--- src/rtl/drrip_pkg.sv ---
// Shared constants, types and the controller-to-datapath command word
// for the DRRIP replacement block. No dependencies.
package drrip_pkg;

   localparam int SETS        = 2048;
   localparam int SET_BITS    = 11;
   localparam int WAYS        = 16;
   localparam int WAY_BITS    = 4;
   localparam int AGE_BITS    = 2;
   localparam int SEL_BITS    = 10;
   localparam int SAMPLE_BITS = 6;
   localparam int HASH_LSB    = 3;
   localparam int HASH_BITS   = 5;

   localparam logic [AGE_BITS-1:0] RRPV_TOP = {AGE_BITS{1'b1}};
   localparam logic [SEL_BITS-1:0] SEL_TOP  = {SEL_BITS{1'b1}};
   localparam logic [SEL_BITS-1:0] SEL_MID  = {1'b0, {(SEL_BITS-1){1'b1}}};

   localparam logic [SAMPLE_BITS-1:0] PHASE_MRU = SAMPLE_BITS'(0);
   localparam logic [SAMPLE_BITS-1:0] PHASE_BIP = SAMPLE_BITS'(1);

   localparam logic OP_FIND   = 1'b0;
   localparam logic OP_UPDATE = 1'b1;

   localparam int REQ_DATA_BITS = 144;
   localparam int RSP_DATA_BITS = 16;

   typedef logic [WAYS-1:0][AGE_BITS-1:0] row_type;

   typedef struct packed {
      logic                clear_wr;
      logic [SET_BITS-1:0] clear_row;
      logic                load;
      logic                exec;
   } cmd_type;

endpackage

--- src/rtl/drrip_ctrl.sv ---
// Sequencing controller for the DRRIP replacement block: reset clearing
// pass, request acceptance and result handshake. Uses drrip_pkg.
module drrip_ctrl (
   input  logic               clock,
   input  logic               reset,
   input  logic               req_tvalid,
   output logic               req_tready,
   output logic               rsp_tvalid,
   input  logic               rsp_tready,
   output drrip_pkg::cmd_type cmd
);

   localparam logic [1:0] ST_CLEAR = 2'd0;
   localparam logic [1:0] ST_IDLE  = 2'd1;
   localparam logic [1:0] ST_EXEC  = 2'd2;

   logic [1:0]                    state_ff, state_in;
   logic [drrip_pkg::SET_BITS-1:0] clear_row_ff, clear_row_in;
   logic                          rsp_valid_ff, rsp_valid_in;
   logic                          accept;

   assign req_tready = (state_ff == ST_IDLE) && (!rsp_valid_ff || rsp_tready);
   assign accept     = req_tvalid && req_tready;
   assign rsp_tvalid = rsp_valid_ff;

   always_comb begin
      state_in     = state_ff;
      clear_row_in = clear_row_ff;
      rsp_valid_in = rsp_valid_ff;
      if (rsp_tready) begin
         rsp_valid_in = 1'b0;
      end
      case (state_ff)
         ST_CLEAR: begin
            clear_row_in = clear_row_ff + 1'b1;
            if (&clear_row_ff) begin
               state_in = ST_IDLE;
            end
         end
         ST_IDLE: begin
            if (accept) begin
               state_in = ST_EXEC;
            end
         end
         ST_EXEC: begin
            rsp_valid_in = 1'b1;
            state_in     = ST_IDLE;
         end
         default: begin
            state_in = ST_CLEAR;
         end
      endcase
   end

   always_comb begin
      cmd.clear_wr  = (state_ff == ST_CLEAR);
      cmd.clear_row = clear_row_ff;
      cmd.load      = accept;
      cmd.exec      = (state_ff == ST_EXEC);
   end

   always_ff @(posedge clock) begin
      if (reset) begin
         state_ff     <= ST_CLEAR;
         clear_row_ff <= '0;
         rsp_valid_ff <= 1'b0;
      end else begin
         state_ff     <= state_in;
         clear_row_ff <= clear_row_in;
         rsp_valid_ff <= rsp_valid_in;
      end
   end

   // An accepted word is always executed in the following cycle.
   a_accept_exec: assert property (@(posedge clock) disable iff (reset)
      accept |=> state_ff == ST_EXEC)
      else $error("accepted word not executed next cycle");

   // Execution always leaves a result pending for the consumer.
   a_exec_result: assert property (@(posedge clock) disable iff (reset)
      state_ff == ST_EXEC |=> rsp_valid_ff)
      else $error("execution produced no result");

   // Nothing is accepted while the set memory is being cleared.
   a_clear_block: assert property (@(posedge clock) disable iff (reset)
      state_ff == ST_CLEAR |-> !req_tready)
      else $error("request accepted during clearing pass");

   // A result only appears after an execution cycle.
   a_result_origin: assert property (@(posedge clock) disable iff (reset)
      $rose(rsp_valid_ff) |-> $past(state_ff) == ST_EXEC)
      else $error("result raised without execution");

endmodule

--- config.mk ---
export PLATFORM = sky130hd
export DESIGN_NAME = drrip_ctrl
export DESIGN_NICKNAME = d
export VERILOG_FILES = /design/src/rtl/drrip_pkg.sv /design/src/rtl/drrip_ctrl.sv
export SDC_FILE = /design/constraint.sdc
export NUM_CORES = 1
export LEC_CHECK = 0
export BUFFER_PORTS_ARGS = -buffer_cell sky130_fd_sc_hd__buf_4
export CORE_ASPECT_RATIO = 0.75
export CORE_MARGIN = 3
export CORE_UTILIZATION = 27
export CTS_BUF_LIST = sky130_fd_sc_hd__clkbuf_16
export DETAILED_ROUTE_END_ITERATION = 16
export GPL_ROUTABILITY_DRIVEN = 0
export MAX_ROUTING_LAYER = met4
export PLACE_DENSITY = 0.46
export RECOVER_POWER = 100
export SETUP_SLACK_MARGIN = 0.4
export SLEW_MARGIN = 25
export SYNTH_ARGS = -nofsm -noshare
export SYNTH_HDL_FRONTEND = slang
export SYNTH_SLANG_ARGS = --single-unit
--- constraint.sdc ---
create_clock -name clock -period 2.6 [get_ports clock]
set_input_delay 0.65 -clock clock [delete_from_list [all_inputs] [get_ports clock]]
set_output_delay 0.65 -clock clock [all_outputs]
set_load 0.1 [all_outputs]
==> results.cfg <==
[status]
status = complete, no violations

[setup_path]
regToRegSetupSlack_ns = 0.86
critical_path.startpoint_type = register
crit_family = buffers and inverters
required_ns = 1.95
r2r-end = clear_row_ff[9]$_SDFFE_PP0P_
r2r_cells = 4
end_kind = primary output
cpMaxStageDelayCell = clkbuf_1
cp_max_fo = 6
path_class = reg -> out
worstReg2RegStart = state_ff[1]$_SDFFE_PP0P_
cp_data_arrival_time_ns = 1.55
crit_buf_inv = 1
max_stage_delay_ns = 0.89
path_cells = clkbuf_1

[logic_synthesis]
async_reset_ff_share_pct = 0
seq_area_frac_synth_pct = 41.4
synth_warnings = 0
ys_top_cells_by_count = 14 x dfxtp_1, 7 x a21oi_1, 6 x nor2_1
yosysTopAreaCell = dfxtp_1
yosys-top-cells-area = dfxtp_1 41%, or4_1 5.5%, a21oi_1 5.2%, o31ai_1 4.4%, nor2b_1 3.7%
synth_most_common_cell = dfxtp_1
synth_top_cell_area_share_pct = 41.4
yosys_register_bits = 14
synth_cell_types = 26
synth_edf_count = 0
syn_avg_cell_area_um2 = 8.57
synth_nets = 84
synth_area_um2 = 677
synthCells = 79
ys.flop_type = dfxtp_1

[routing]
vias_per_cell = 4.67
vias = 617
wl_per_cell_um = 11.7
dr.pass1.iters = 4
ant_nets = 0
routed_wl_um = 1540
drt_iter0_drc = 5
drc_errors = 0

[grt]
track_usage_pct = 10.9
antenna_found_initial = 0
overflow = 0
grt_max_degree = 17
grt_pass1_vias = 590
grt_pass1_wl_um = 2630

[pwr]
p_leak_nw = 0.308
p_switching_uw = 131
p_int_uw = 431
p_sw_share_pct = 23.3
power_density_nw_per_um2 = 647
p_clk_share_pct = 51.3
combPwrFrac_pct = 8.8
p_seq_share_pct = 39.9
ir_drop_v = 0.000459

[cts]
path_clk_slew_ns = 0.05
cts.hold.buffers_added = 0
cts_resized = 0
cts_htree_levels = 1
clkLatencyLatePin_ns = 0.24
cts_made_buffers = 3
tritoncts = done
clk_path_buf_depth = 2
cts_setup_buffers = 0
cts.sinks = 14
cts-root-buf = clkbuf_16

[timing]
slew_viol_final = 0
fmax_mhz = 454
min_period_ns = 2.20
fin_skew_ns = 0.00503
period_share_pct = 84.6
grt_setup_unrepaired = false
final-setup-viol-count = 0
worst_pin_slew_ns = 1.17
tns_ns = 0
hold_violations = 0
slew_headroom_pct = 22.2

[flow_run]
maxCapViolCount = 0

[final_layout]
syn_to_final_growth_pct = 28.5
drive_above_1_share_pct = 16.3
nets = 104
n_antenna_cell = 0
finalNonFillerCells = 132

[placed_design]
numPortBuffers = 19
dp_cells = 128
dp_hpwl_um = 1090

[hold_path]
whs_path_depth = 2
holdPathEnd = clear_row_ff[7]$_SDFFE_PP0P_
min_from = clear_row_ff[7]$_SDFFE_PP0P_
hp-class = reg -> reg

[die]
rows = 15
dieArea_um2 = 3150
die_y_um = 49.4
core_area_um2 = 2350
io_pins = 20
die_w_um = 63.8
start_util_pct = 28.9
-- logic make-up (layout without fill, tap and decap cells) --
group	after synthesis	in the layout	synth area share (%)
AO/OA/AOI/OAI	15	15	12.8
XOR/XNOR	2	2	2.59
buffers and inverters	10	29	8.32
adder cells (fa/ha/maj)	1	1	1.85
flip-flops	14	14	41.4
AND/OR/NAND/NOR	35	35	29.8
multiplexers	2	2	3.33
-- per-layer routing --
metal / global-route usage (%) / share of wire, %
met4: 2.15 / 0.52
met3: 5.07 / 6.9
met5: - / 0
met2: 15.3 / 41
met1: 14.4 / 52
-- worst max-delay path by stage --
stage,start,depth (start not counted),slack (ns),end
floorplan,rsp_tready,4,0.32,cmd[1]
global placement,rsp_tready,5,0.64,cmd[1]
detailed placement,rsp_tready,5,0.62,cmd[1]
CTS,state_ff[1]$_SDFFE_PP0P_,4,0.60,cmd[1]
global route,clear_row_ff[4]$_SDFFE_PP0P_,1,0.35,cmd[6]
finish,clear_row_ff[5]$_SDFFE_PP0P_,1,0.40,cmd[7]
-- cell usage in the layout, fill, tap and decap left out, drive strengths merged, types with 2 or more instances in the layout --
master   n
o21ai    3
inv      6
a21oi    7
clkbuf  19
buf      4
nor2     6
nor2b    4
nor3b    2
or3      2
o31ai    4
or4      5
nor4     2
nand3    3
dfxtp   14
nand2    4
xnor2    2
nand4    2
mux2     2
-- registers in the layout, indices dropped and copies added (netlist names) --
register      flops
clear_row_ff     11
rsp_tvalid        1
state_ff          2
-- layout make-up --
cell class,count,area [um^2]
Fill cell,254,1480
Clock inverter,1,3.75
Timing Repair Buffer,20,93.8
Multi-Input combinational cell,55,350
Clock buffer,3,75.1
Sequential cell,14,285
Inverter,5,18.8
Tap cell,34,42.5
-- per-stage QoR --
stage	util, %	total power [mW]	setup slack [ns]	hold WS [ns]	cell area [um^2]
after global placement	36.4	0.282	0.638	0.485	855
after CTS	39.8	0.576	0.604	0.494	933
after global routing	37.1	0.584	0.348	0.524	870
after floorplan	-	0.267	0.321	0.554	712
final	37.1	0.562	0.399	0.489	870
after detailed placement	36.4	0.282	0.623	0.485	855
-- power groups by stage --
stage,logic (mW),registers (mW),clock network [mW]
after floorplan,0.0103,0.257,0
after global placement,0.0536,0.228,0
after detailed placement,0.0537,0.228,0
after CTS,0.0539,0.224,0.298
after global routing,0.0535,0.225,0.306
final,0.0497,0.224,0.288
(Power assumes the default switching activity.)
